[src/hw/rtl/sdi_pkg.sv]
// Shared types, constants and codes for the speed-to-drive interpolator.
`default_nettype none
package sdi_pkg;

  localparam int TABLE_DEPTH    = 16;
  localparam int DRIVE_MAX_CODE = 1023;
  localparam int STEP_SPACING   = 10;

  localparam int DRIVE_W = 10;
  localparam int STEPS_W = 5;
  localparam int SPEED_W = 32;
  localparam int FRAC_W  = 16;
  localparam int IDX_W   = $clog2(TABLE_DEPTH);
  localparam int EIDX_W  = 4;

  localparam int POINT_MAX = STEP_SPACING * (TABLE_DEPTH - 1);
  localparam int POINT_W   = $clog2(POINT_MAX + 1);

  localparam int MUL_A_W = 25;
  localparam int MUL_B_W = 16;
  localparam int PROD_W  = MUL_A_W + MUL_B_W;
  localparam int ACC_W   = 48;

  localparam logic [MUL_B_W-1:0] MPH_RATIO = 16'h9EF9;
  localparam logic [MUL_B_W-1:0] TENTH_FP  = 16'd6553;

  localparam int CFG_ADDR_W = 4;
  localparam int CFG_DATA_W = 32;

  typedef enum logic [1:0] {
    REG_MPH_MODE   = 2'd0,
    REG_STEP_COUNT = 2'd1,
    REG_MAX_DRIVE  = 2'd2,
    REG_LOW_DRIVE  = 2'd3
  } cfg_reg_t;

  typedef enum logic {
    OP_SAMPLE   = 1'b0,
    OP_TABLE_WR = 1'b1
  } opcode_t;

  typedef enum logic [3:0] {
    ST_IDLE,
    ST_MPH_LO,
    ST_MPH_HI,
    ST_MPH_SUM,
    ST_SCAN,
    ST_RD_I,
    ST_RD_IM1,
    ST_DIFF,
    ST_A_LATCH,
    ST_B_MUL,
    ST_B_SUB,
    ST_S_LO,
    ST_S_HI,
    ST_ROUND,
    ST_RD_LAST,
    ST_CLAMP
  } sdi_state_t;

  typedef struct packed {
    logic signed [MUL_A_W-1:0] a;
    logic [MUL_B_W-1:0]        b;
  } sdi_mul_op_t;

  typedef struct packed {
    logic               we;
    logic [IDX_W-1:0]   addr;
    logic [DRIVE_W-1:0] data;
  } sdi_tbl_wr_t;

endpackage
`default_nettype wire

[src/hw/rtl/speed_to_drive_interpolator.sv]
// Top level of the speed-to-drive interpolator: register port, sequencer and datapath.
//
// A speed sample is converted to a drive code by a small sequencer around one shared
// 25x16 multiplier and a calibration table with one write port and one registered read
// port. A sample passes through an mph conversion when mph mode is set, a scan down the
// table points and the table reads, and, when it falls between two points, a chain of
// multiplies through the shared multiplier; one below the lowest point takes the low
// drive. A new item is accepted only while the sequencer is idle, and a table write
// item leaves it idle. The finished drive waits in an output register, and the next
// item is accepted meanwhile; a later sample holds in its last step until that register
// is free. The calibration table has no reset and must be written before samples that
// reach its entries.
`default_nettype none
module speed_to_drive_interpolator
  import sdi_pkg::*;
(
  input  wire logic                  clk,
  input  wire logic                  rst_n,
  // Input item: tvalid/tready handshake.
  input  wire logic                  in_tvalid,
  output logic                       in_tready,
  // speed_fixed [31:0], entry_index [35:32], entry_value [45:36], zero fill [47:46]
  input  wire logic [47:0]           in_tdata,
  // opcode [0]
  input  wire logic                  in_tuser,
  // Result item.
  output logic                       out_tvalid,
  input  wire logic                  out_tready,
  // drive [9:0], zero fill [15:10]
  output logic [15:0]                out_tdata,
  // kick [0]
  output logic                       out_tuser,
  // Configuration port.
  input  wire logic                  cfg_psel,
  input  wire logic                  cfg_penable,
  input  wire logic                  cfg_pwrite,
  input  wire logic [CFG_ADDR_W-1:0] cfg_paddr,
  input  wire logic [CFG_DATA_W-1:0] cfg_pwdata,
  output logic [CFG_DATA_W-1:0]      cfg_prdata,
  output logic                       cfg_pready
);

  logic               mph_r;
  logic [STEPS_W-1:0] steps_r;
  logic [DRIVE_W-1:0] maxd_r;
  logic [DRIVE_W-1:0] lowd_r;
  logic               cfg_wr;
  cfg_reg_t           cfg_sel;

  sdi_state_t state_r, state_nxt;
  logic [IDX_W-1:0]   k_r, k_nxt;
  logic               eq_r, eq_nxt;
  logic [SPEED_W-1:0] spd_r, spd_nxt;
  logic [DRIVE_W-1:0] ei_r, ei_nxt;
  logic signed [MUL_A_W-1:0] a_r, a_nxt;
  logic signed [ACC_W-1:0]   acc_r, acc_nxt;
  logic [DRIVE_W-1:0] drv_r, drv_nxt;
  logic [DRIVE_W-1:0] last_r, last_nxt;
  logic               out_valid_r, out_valid_nxt;
  logic [DRIVE_W-1:0] out_drive_r, out_drive_nxt;
  logic               out_kick_r, out_kick_nxt;

  logic               in_acc;
  opcode_t            in_op;
  logic [STEPS_W-1:0] n_clamp;
  logic [IDX_W-1:0]   last_idx;
  logic [IDX_W-1:0]   idx_i;
  logic [POINT_W-1:0] point;
  logic [FRAC_W-1:0]  sint;
  logic signed [DRIVE_W:0]   diff;
  logic signed [ACC_W-1:0]   prod_x;
  logic signed [ACC_W-1:0]   q;
  logic [DRIVE_W-1:0] clamped;

  sdi_mul_op_t        mul_op;
  logic signed [PROD_W-1:0] prod;
  sdi_tbl_wr_t        tbl_wr;
  logic [IDX_W-1:0]   raddr;
  logic [DRIVE_W-1:0] rdata;

  sdi_mul u_mul (
    .clk  (clk),
    .op   (mul_op),
    .prod (prod)
  );

  sdi_table u_table (
    .clk   (clk),
    .wr    (tbl_wr),
    .raddr (raddr),
    .rdata (rdata)
  );

  // Configuration registers.
  assign cfg_pready = 1'b1;
  assign cfg_wr     = cfg_psel & cfg_penable & cfg_pwrite & cfg_pready;
  assign cfg_sel    = cfg_reg_t'(cfg_paddr[3:2]);

  always_ff @(posedge clk) begin
    if (!rst_n) begin
      mph_r   <= 1'b0;
      steps_r <= STEPS_W'(2);
      maxd_r  <= DRIVE_W'(DRIVE_MAX_CODE);
      lowd_r  <= '0;
    end else if (cfg_wr) begin
      unique case (cfg_sel)
        REG_MPH_MODE:   mph_r   <= cfg_pwdata[0];
        REG_STEP_COUNT: steps_r <= cfg_pwdata[STEPS_W-1:0];
        REG_MAX_DRIVE:  maxd_r  <= cfg_pwdata[DRIVE_W-1:0];
        REG_LOW_DRIVE:  lowd_r  <= cfg_pwdata[DRIVE_W-1:0];
        default: ;
      endcase
    end
  end

  always_comb begin
    unique case (cfg_sel)
      REG_MPH_MODE:   cfg_prdata = CFG_DATA_W'(mph_r);
      REG_STEP_COUNT: cfg_prdata = CFG_DATA_W'(steps_r);
      REG_MAX_DRIVE:  cfg_prdata = CFG_DATA_W'(maxd_r);
      REG_LOW_DRIVE:  cfg_prdata = CFG_DATA_W'(lowd_r);
      default:        cfg_prdata = '0;
    endcase
  end

  // Input side and table writes.
  assign in_tready = (state_r == ST_IDLE);
  assign in_acc    = in_tvalid & in_tready;
  assign in_op     = opcode_t'(in_tuser);

  always_comb begin
    tbl_wr.we   = in_acc && (in_op == OP_TABLE_WR) &&
                  ({1'b0, in_tdata[35:32]} < (EIDX_W + 1)'(TABLE_DEPTH));
    tbl_wr.addr = IDX_W'(in_tdata[35:32]);
    tbl_wr.data = in_tdata[45:36];
  end

  // Lookup addressing.
  always_comb begin
    n_clamp = steps_r;
    if (steps_r < STEPS_W'(2)) begin
      n_clamp = STEPS_W'(2);
    end else if (steps_r > STEPS_W'(TABLE_DEPTH)) begin
      n_clamp = STEPS_W'(TABLE_DEPTH);
    end
  end

  assign last_idx = IDX_W'(n_clamp - STEPS_W'(1));
  assign idx_i    = IDX_W'(n_clamp) - k_r;
  assign point    = POINT_W'(k_r * STEP_SPACING);
  assign sint     = spd_r[SPEED_W-1:FRAC_W];
  assign diff     = $signed({1'b0, rdata}) - $signed({1'b0, ei_r});
  assign prod_x   = ACC_W'(prod);
  assign q        = acc_r >>> FRAC_W;

  always_comb begin
    if (q < 0) begin
      clamped = '0;
    end else if (q > ACC_W'(DRIVE_MAX_CODE)) begin
      clamped = DRIVE_W'(DRIVE_MAX_CODE);
    end else begin
      clamped = q[DRIVE_W-1:0];
    end
  end

  // Sequencer: next state, datapath and unit controls.
  always_comb begin
    state_nxt     = state_r;
    k_nxt         = k_r;
    eq_nxt        = eq_r;
    spd_nxt       = spd_r;
    ei_nxt        = ei_r;
    a_nxt         = a_r;
    acc_nxt       = acc_r;
    drv_nxt       = drv_r;
    last_nxt      = last_r;
    out_valid_nxt = out_valid_r & ~out_tready;
    out_drive_nxt = out_drive_r;
    out_kick_nxt  = out_kick_r;
    mul_op.a      = '0;
    mul_op.b      = '0;
    raddr         = last_idx;

    unique case (state_r)
      ST_IDLE: begin
        if (in_acc && (in_op == OP_SAMPLE)) begin
          spd_nxt   = in_tdata[SPEED_W-1:0];
          k_nxt     = last_idx;
          eq_nxt    = 1'b0;
          state_nxt = mph_r ? ST_MPH_LO : ST_SCAN;
        end
      end
      ST_MPH_LO: begin
        mul_op.a  = MUL_A_W'(spd_r[FRAC_W-1:0]);
        mul_op.b  = MPH_RATIO;
        state_nxt = ST_MPH_HI;
      end
      ST_MPH_HI: begin
        mul_op.a  = MUL_A_W'(spd_r[SPEED_W-1:FRAC_W]);
        mul_op.b  = MPH_RATIO;
        acc_nxt   = prod_x;
        state_nxt = ST_MPH_SUM;
      end
      ST_MPH_SUM: begin
        spd_nxt   = prod[SPEED_W-1:0] + SPEED_W'(acc_r[SPEED_W-1:FRAC_W]);
        state_nxt = ST_SCAN;
      end
      ST_SCAN: begin
        if (sint >= FRAC_W'(point)) begin
          eq_nxt    = (sint == FRAC_W'(point));
          state_nxt = ST_RD_I;
        end else if (k_r == IDX_W'(1)) begin
          drv_nxt   = lowd_r;
          state_nxt = ST_RD_LAST;
        end else begin
          k_nxt = k_r - IDX_W'(1);
        end
      end
      ST_RD_I: begin
        raddr     = idx_i;
        state_nxt = ST_RD_IM1;
      end
      ST_RD_IM1: begin
        raddr  = idx_i - IDX_W'(1);
        ei_nxt = rdata;
        if (eq_r) begin
          drv_nxt   = rdata;
          state_nxt = ST_RD_LAST;
        end else begin
          state_nxt = ST_DIFF;
        end
      end
      ST_DIFF: begin
        mul_op.a  = MUL_A_W'(diff);
        mul_op.b  = TENTH_FP;
        state_nxt = ST_A_LATCH;
      end
      ST_A_LATCH: begin
        a_nxt     = prod[MUL_A_W-1:0];
        state_nxt = ST_B_MUL;
      end
      ST_B_MUL: begin
        mul_op.a  = a_r;
        mul_op.b  = MUL_B_W'(point);
        state_nxt = ST_B_SUB;
      end
      ST_B_SUB: begin
        mul_op.a  = a_r;
        mul_op.b  = spd_r[FRAC_W-1:0];
        acc_nxt   = $signed(ACC_W'({ei_r, {FRAC_W{1'b0}}})) - prod_x;
        state_nxt = ST_S_LO;
      end
      ST_S_LO: begin
        mul_op.a  = a_r;
        mul_op.b  = spd_r[SPEED_W-1:FRAC_W];
        acc_nxt   = acc_r + (prod_x >>> FRAC_W);
        state_nxt = ST_S_HI;
      end
      ST_S_HI: begin
        acc_nxt   = acc_r + prod_x;
        state_nxt = ST_ROUND;
      end
      ST_ROUND: begin
        drv_nxt   = clamped;
        state_nxt = ST_RD_LAST;
      end
      ST_RD_LAST: begin
        state_nxt = ST_CLAMP;
      end
      ST_CLAMP: begin
        if (!out_valid_r || out_tready) begin
          if (drv_r > maxd_r) begin
            out_drive_nxt = maxd_r;
          end else begin
            out_drive_nxt = drv_r;
          end
          if (out_drive_nxt < rdata) begin
            out_drive_nxt = lowd_r;
          end
          out_kick_nxt  = (last_r == '0);
          last_nxt      = out_drive_nxt;
          out_valid_nxt = 1'b1;
          state_nxt     = ST_IDLE;
        end
      end
      default: state_nxt = ST_IDLE;
    endcase
  end

  always_ff @(posedge clk) begin
    if (!rst_n) begin
      state_r     <= ST_IDLE;
      out_valid_r <= 1'b0;
      last_r      <= '0;
    end else begin
      state_r     <= state_nxt;
      out_valid_r <= out_valid_nxt;
      last_r      <= last_nxt;
    end
  end

  always_ff @(posedge clk) begin
    k_r         <= k_nxt;
    eq_r        <= eq_nxt;
    spd_r       <= spd_nxt;
    ei_r        <= ei_nxt;
    a_r         <= a_nxt;
    acc_r       <= acc_nxt;
    drv_r       <= drv_nxt;
    out_drive_r <= out_drive_nxt;
    out_kick_r  <= out_kick_nxt;
  end

  assign out_tvalid = out_valid_r;
  assign out_tdata  = 16'(out_drive_r);
  assign out_tuser  = out_kick_r;

  // The scan never tests the point below the lowest table step.
  a_scan_k_nonzero: assert property (@(posedge clk) disable iff (!rst_n)
    (state_r == ST_SCAN) |-> (k_r != '0))
    else $error("scan index reached zero");

  a_sample_starts: assert property (@(posedge clk) disable iff (!rst_n)
    (in_acc && (in_op == OP_SAMPLE)) |=> (state_r != ST_IDLE))
    else $error("accepted sample did not start the sequencer");

  a_write_stays_idle: assert property (@(posedge clk) disable iff (!rst_n)
    (in_acc && (in_op == OP_TABLE_WR)) |=> (state_r == ST_IDLE))
    else $error("table write left the idle state");

  a_result_from_clamp: assert property (@(posedge clk) disable iff (!rst_n)
    $rose(out_valid_r) |-> ($past(state_r) == ST_CLAMP))
    else $error("result appeared outside the final step");

endmodule
`default_nettype wire

[src/hw/rtl/sdi_table.sv]
// Calibration table memory with one write port and one registered read port.
`default_nettype none
module sdi_table
  import sdi_pkg::*;
(
  input  wire logic               clk,
  input  wire sdi_tbl_wr_t        wr,
  input  wire logic [IDX_W-1:0]   raddr,
  output logic      [DRIVE_W-1:0] rdata
);

  logic [DRIVE_W-1:0] mem [TABLE_DEPTH];

  always_ff @(posedge clk) begin
    if (wr.we) begin
      mem[wr.addr] <= wr.data;
    end
  end

  always_ff @(posedge clk) begin
    rdata <= mem[raddr];
  end

endmodule
`default_nettype wire

[src/hw/rtl/sdi_mul.sv]
// Shared signed-by-unsigned multiplier with a registered product.
`default_nettype none
module sdi_mul
  import sdi_pkg::*;
(
  input  wire logic               clk,
  input  wire sdi_mul_op_t        op,
  output logic signed [PROD_W-1:0] prod
);

  logic signed [PROD_W-1:0] prod_c;

  assign prod_c = PROD_W'(op.a) * $signed({1'b0, op.b});

  always_ff @(posedge clk) begin
    prod <= prod_c;
  end

endmodule
`default_nettype wire
[config.mk]
export PLATFORM = sky130hd
export DESIGN_NAME = speed_to_drive_interpolator
export DESIGN_NICKNAME = d
export VERILOG_FILES = /design/src/hw/rtl/sdi_pkg.sv /design/src/hw/rtl/speed_to_drive_interpolator.sv /design/src/hw/rtl/sdi_table.sv /design/src/hw/rtl/sdi_mul.sv
export SDC_FILE = /design/constraint.sdc
export NUM_CORES = 2
export LEC_CHECK = 0
export BUFFER_PORTS_ARGS = -buffer_cell sky130_fd_sc_hd__clkbuf_2
export CAP_MARGIN = 40
export CORE_MARGIN = 1
export CORE_UTILIZATION = 38
export CTS_CLUSTER_SIZE = 16
export DETAILED_ROUTE_END_ITERATION = 7
export MAX_ROUTING_LAYER = met4
export PLACE_DENSITY = 0.57
export SYNTH_ARGS = -nofsm -noshare
export SYNTH_HDL_FRONTEND = slang
export SYNTH_SLANG_ARGS = --single-unit
[constraint.sdc]
create_clock -name clk -period 25.3 [get_ports clk]
set_clock_uncertainty 0.05 [all_clocks]
set_input_delay 2.53 -clock clk [delete_from_list [all_inputs] [get_ports clk]]
set_output_delay 2.53 -clock clk [all_outputs]
set_load 0.05 [all_outputs]
Word level (Yosys, flattened, before mapping)
Memories as Yosys holds them, arrays and structs flattened. A register that Yosys moved wholly into a read port is not among the register bits.
Cells that the tools add are included.
Widths: inputs -> output; s select.

word-level totals
  flip-flop bits (word level) = 223
  bits in latches = 0
  memory bits (writable) = 160
  ROM bits = 0
  input port bits = 92
  output and inout bits = 52
  logic and storage cells = 127
  memories = 1

cells by class
  add/subtract/negate cells = 9
  multipliers = 2
  divide/modulo/power cells = 0
  $lt $le $gt $ge = 7
  eq/ne operators = 28
  shift-type cells = 0
  mux-type cells = 36
  bitwise operators = 6
  reductions and logical operators = 21

memories
  name         depth  width  read ports  clocked after memory_dff  wr ports  RTL line         RTL
  u_table.mem  16     10     1           1                         1         sdi_table.sv:12  logic [DRIVE_W-1:0] mem [TABLE_DEPTH];

operators by type and width
  operator              number
  $pmux 41 s6           1
  $pmux 48 s4           1
  $pmux 32 s4           1
  $mux 10               9
  $pmux 32 s2           1
  $pmux 4 s16           1
  $add 48x25->48        1
  $add 48x41->48        1
  $sub 27x41->42        1
  $mul 25x17->41        1
  $mux 4                10
  $add 32x16->32        1
  $eq 4x4->1 const B    8
  $gt 32x11->1 const B  1
  $lt 32x1->1 const B   1
  $mux 32               1
  $pmux 10 s3           1
  $eq 16x8->1           1
  $eq 4x3->1 const B    4
  $ge 16x8->1           1
  $pmux 4 s2            2
  $ne 2x2->1 const B    6
  $reduce_and 2->1      6
  $sub 4x1->4 const B   3
  29 further kinds      45

Logic depth before layout (Yosys ltp)
  depth after elaboration = 6
  depth in mapped cells = 38
  mapped depth without buffers = 37

Modules after synthesis
From an unflattened synthesis, not the netlist that was laid out.

second synthesis, totals
  cells, all modules = 3797
  area total of the unflattened synthesis = 36921.7 sq um

modules (own cells, without submodules)
  module                       instances  cells each  area an instance (sq um)  sequential area each (sq um)
  sdi_mul                      1          1698        15292.2                   820.8
  speed_to_drive_interpolator  1          1820        15275.9                   5054.8
  sdi_table                    1          279         6353.6                    5004.8

Worst setup path after synthesis
No wires, ideal clock.

  path kind = reg2reg
  from = reg u_table.rdata[0], read port of u_table.mem
  to = reg u_mul.prod[40]
  setup time = 0.121 ns
  arrival = 7.981 ns
  required time = 25.129 ns
  slack = 17.148 ns
  cell stages (with the launch flop) = 37
  buffers on the path = 2
  period minus slack after synthesis = 8.152 ns
  cells stage by stage = dfxtp_1 -> inv_1 -> ha_1 -> inv_1 -> fa_1 -> a21o_1 -> a21oi_1 -> o21ai_0 -> a21oi_1 -> o21bai_1 -> a21o_1 -> a21oi_1 -> o21ai_0 -> clkbuf_1 -> nand2_1 -> clkbuf_1 -> nand2_1 -> fa_1 -> inv_1 -> fa_1 -> fa_1 -> fa_1 -> fa_1 -> inv_1 -> fa_1 -> inv_1 -> ha_1 -> a21oi_1 -> o21ai_0 -> nor2_1 -> a2111oi_0 -> a21oi_1 -> a41oi_1 -> nand4_1 -> nand4b_1 -> a21oi_1 -> xnor2_1

on the way
  word-level cells in the longest chain between the ends = 3

ends and longest elaborated chain
  what                  RTL line                            RTL
  from (decl)           sdi_table.sv:9                      output logic [DRIVE_W-1:0] rdata
  $sub 10x10->11        speed_to_drive_interpolator.sv:152  assign diff = $signed({1'b0, rdata}) - $signed({1'b0, ei_r});
  $pmux 41 s6           speed_to_drive_interpolator.sv:184  unique case (state_r)
  $mul 25x17->41        sdi_mul.sv:13                       assign prod_c = PROD_W'(op.a) * $signed({1'b0, op.b});
  via u_mul.prod_c[40]  sdi_mul.sv:11                       logic signed [PROD_W-1:0] prod_c;
  to (signal assigned)  sdi_mul.sv:16                       prod <= prod_c;
  to (decl)             sdi_mul.sv:8                        output logic signed [PROD_W-1:0] prod

The timed path passes the listed nets, and every way through them passes these cells.
A chain may end at the register's enable or synchronous reset.

Final worst setup path
  from = reg ei_r[0]
  to = reg u_mul.prod[40]

on the way
  word-level cells in the longest chain between the ends = 3

ends and longest elaborated chain
  what                    RTL line                            RTL
  from (decl)             speed_to_drive_interpolator.sv:54   logic [DRIVE_W-1:0] ei_r, ei_nxt;
  from (signal assigned)  speed_to_drive_interpolator.sv:306  ei_r <= ei_nxt;
  $sub 10x10->11          speed_to_drive_interpolator.sv:152
  $pmux 41 s6             speed_to_drive_interpolator.sv:184
  $mul 25x17->41          sdi_mul.sv:13
  via u_mul.prod_c[40]    sdi_mul.sv:11

The timed path passes the listed nets, and every way through them passes these cells.

==> qor.csv <==
metric,value,unit
status,finished clean,
synth-compound-area-share,0.133,
fillCellCount,9322,
grt_pass1_wl,169000,um
wire_per_inst,21.1,um
dp.final_hpwl,82700,um
hp-class,reg2reg,
syn_inst,3852,
fin_tns_setup,0,ps
cts_hold_buf,0,
synth_cell_type_count,88,
vias_per_cell,5.36,
synth-simple-area-share,0.138,
cp_slowest_stage_delay,700,ps
hold_path_depth,0,
fin_nets,4588,
crit_slowest_cell,fa_1,
yosysTopAreaCell,edfxtp_1,
cts_sinks,393,
synthTopCellsByArea,"edfxtp_1 (25%), fa_1 (21%), ha_1 (7.5%)",
setup_viol,0,
max_clock_freq,0.103,GHz
area_delta_synth_final,9.59,%
synth_mux_area_frac,0.0318,
core_area,0.0954,mm^2
root_buffer,clkbuf_16,
yosysWarnings,0,
hold_path_startpoint,u_table.rdata[6]$_DFF_P_,
ff_latch_area,0.0109,mm^2
grt_overflow,0,
io_buffers,88,
synth_fa_ha_area_frac,0.288,
dieArea,0.0980,mm^2
hold_viol_final,0,
drt-total-wl,109000,um
rrSetupSlack,15570,ps
postLayoutCoreUtil,0.422,
crit_top_cell,fa_1,
drive_gt1_frac,0.0870,
place.gp.congestion,0.931,
fin_cells,5185,
grt_pass1_vias,27635,
vias,27796,
grt_antenna_before_repair,1,
arrival,10160,ps
drtPass1Iterations,5,
power_density,73.1,mW/mm^2
ant_nets,0,
crit_buf_inv,5,
netlist_area,0.0368,mm^2
layout_min_cycle_time,9730,ps
ir_worst_vdd,0.0000576,V
post_cts_buffers,0,
die_width,313,um
dieHeight,313,um
rsz0062_at_grt,no,
synth_edf_count,301,
clk_pin_slew,70,ps
critPathTopFamily,adder cells,
rows,113,
cts.path.max_buffers,3,
synthArstFlopShare,0,
max_cap_violations,0,
rr_worst_depth,33,
path_class,reg2reg,
fin_crit_sh,0.384,
placed_cells,5105,
r2r-start,ei_r[0]$_DFFE_PP_,
cts_resized,0,
clk_latency,600,ps
htree_levels,2,
final_area,0.0403,mm^2
worst-path-max-fanout,21,
ys_ff_latch,393,
tightestPinTransition,952,ps
drtIter0Drc,2263,
start_kind,flop,
regToRegEndpoint,u_mul.prod[40]$_DFF_P_,
yosysSeqAreaShare,0.296,
leakagePower,17.5,nW
multi_input_area,0.0232,mm^2
avgSynthCellArea,9.54,um^2
synth_top_area_share,0.246,
placed_area,0.0388,mm^2
start_util,0.385,
synth_top_family_by_area,adder cells,
drv_slew,0,
cp.required,25730,ps
synth_flop_cell,edfxtp_1,
ios,144,
end_kind,flop,
drc,0,
grt_max_degree,81,
cts_made_buffers,42,
slew_headroom,0.361,
hold_path_end,ei_r[6]$_DFFE_PP_,
synth-xor-area-share,0.0336,
cts_tree,built,
grt_usage,0.232,
## cell type report
class | count | share of cell area
inverter | 535 | 0.0499
clock inverter | 35 | 0.0110
multi-input combinational | 2751 | 0.576
sequential | 393 | 0.270
tap | 1265 | 0.0393
clock buffer | 43 | 0.0262
timing repair buffer | 161 | 0.0272
antenna | 2 | 0.000124
## registers in the layout, summed over array words and instances (netlist names), 5 cells and up
signal         flops
a_r               25
maxd_r            10
spd_r             32
last_r            10
u_mul.prod        41
u_table.mem      160
u_table.rdata     10
lowd_r            10
drv_r             10
out_drive_r       10
acc_r             48
ei_r              10
steps_r            5
## placed cells by master, fill, tap and decap left out, types with 15 or more instances in the layout
cell / instances
nor2b_1: 86
edfxtp_1: 301
o21ai_0: 164
nor3_1: 33
and2_1: 28
a21o_1: 73
nor4_1: 16
nor2_1: 262
a211oi_1: 71
a21oi_1: 137
conb_1: 29
clkbuf_16: 42
o211ai_1: 43
dfxtp_1: 92
ha_1: 221
mux2_2: 40
xnor2_1: 90
inv_1: 534
nand2b_1: 32
nand2_1: 516
nand4_1: 24
fa_1: 391
xor2_1: 51
clkbuf_2: 88
a31oi_1: 24
o31ai_1: 15
buf_4: 60
nand3_1: 57
mux2i_1: 67
o21a_1: 19
and3_1: 16
a22oi_1: 21
## power by group
part	leakage (nW)	internal (mW)	switching, mW	total, mW
Combinational	13.3	0.466	0.950	1.42
Sequential	3.50	0.773	0.0859	0.859
Clock	0.715	0.384	0.284	0.668
## per-layer routing
metal,share of wire,track usage,wire length (um)
met1,0.46,0.324,49900
met2,0.46,0.366,50800
met3,0.060,0.0221,6600
met4,0.018,0.0472,2020
met5,0,-,0
## synth_stat cells (all sizes together) (55+ instances only)
cell	count
clkbuf	145
ha	221
xnor2	90
nand2	517
o21ai	183
a211oi	72
nand3	58
inv	534
nor2b	87
edfxtp	301
a21o	74
dfxtp	92
buf	55
nor2	265
mux2i	67
a21oi	143
fa	391
## metrics by stage
| stage | hold slack [ps] | total power, mW | worst slack [ps] |
|---|---|---|---|
| finish | 481 | 2.94 | 15570 |
| detailed placement | 479 | 2.26 | 15520 |
| global route | 493 | 3.12 | 14960 |
| CTS | 488 | 2.94 | 15490 |
| floorplan | 403 | 1.77 | 17150 |
| global placement | 477 | 2.25 | 15430 |
## cell families (layout without fill, tap and decap cells)
| group | Yosys count | count (layout) |
|---|---|---|
| compound gates | 730 | 730 |
| buf+inv | 735 | 774 |
| flops | 393 | 393 |
| mux | 110 | 110 |
| fa+ha+maj | 612 | 612 |
| xor+xnor | 141 | 141 |
| simple gates | 1129 | 1129 |
| other cells | 2 | 31 |
## worst max-delay path by stage
stage                                        start  cells past startpoint                endpoint  slack, ps
final                            ei_r[0]$_DFFE_PP_                     33  u_mul.prod[40]$_DFF_P_      15570
after global routing             ei_r[0]$_DFFE_PP_                     33  u_mul.prod[40]$_DFF_P_      14960
after CTS                        ei_r[0]$_DFFE_PP_                     33  u_mul.prod[40]$_DFF_P_      15490
after detailed placement         ei_r[0]$_DFFE_PP_                     33  u_mul.prod[40]$_DFF_P_      15520
after global placement     state_r[0]$_SDFFE_PN0P_                     32  u_mul.prod[40]$_DFF_P_      15430
after floorplan           u_table.rdata[0]$_DFF_P_                     36  u_mul.prod[40]$_DFF_P_      17150
Power figures use the tool's default switching activity.
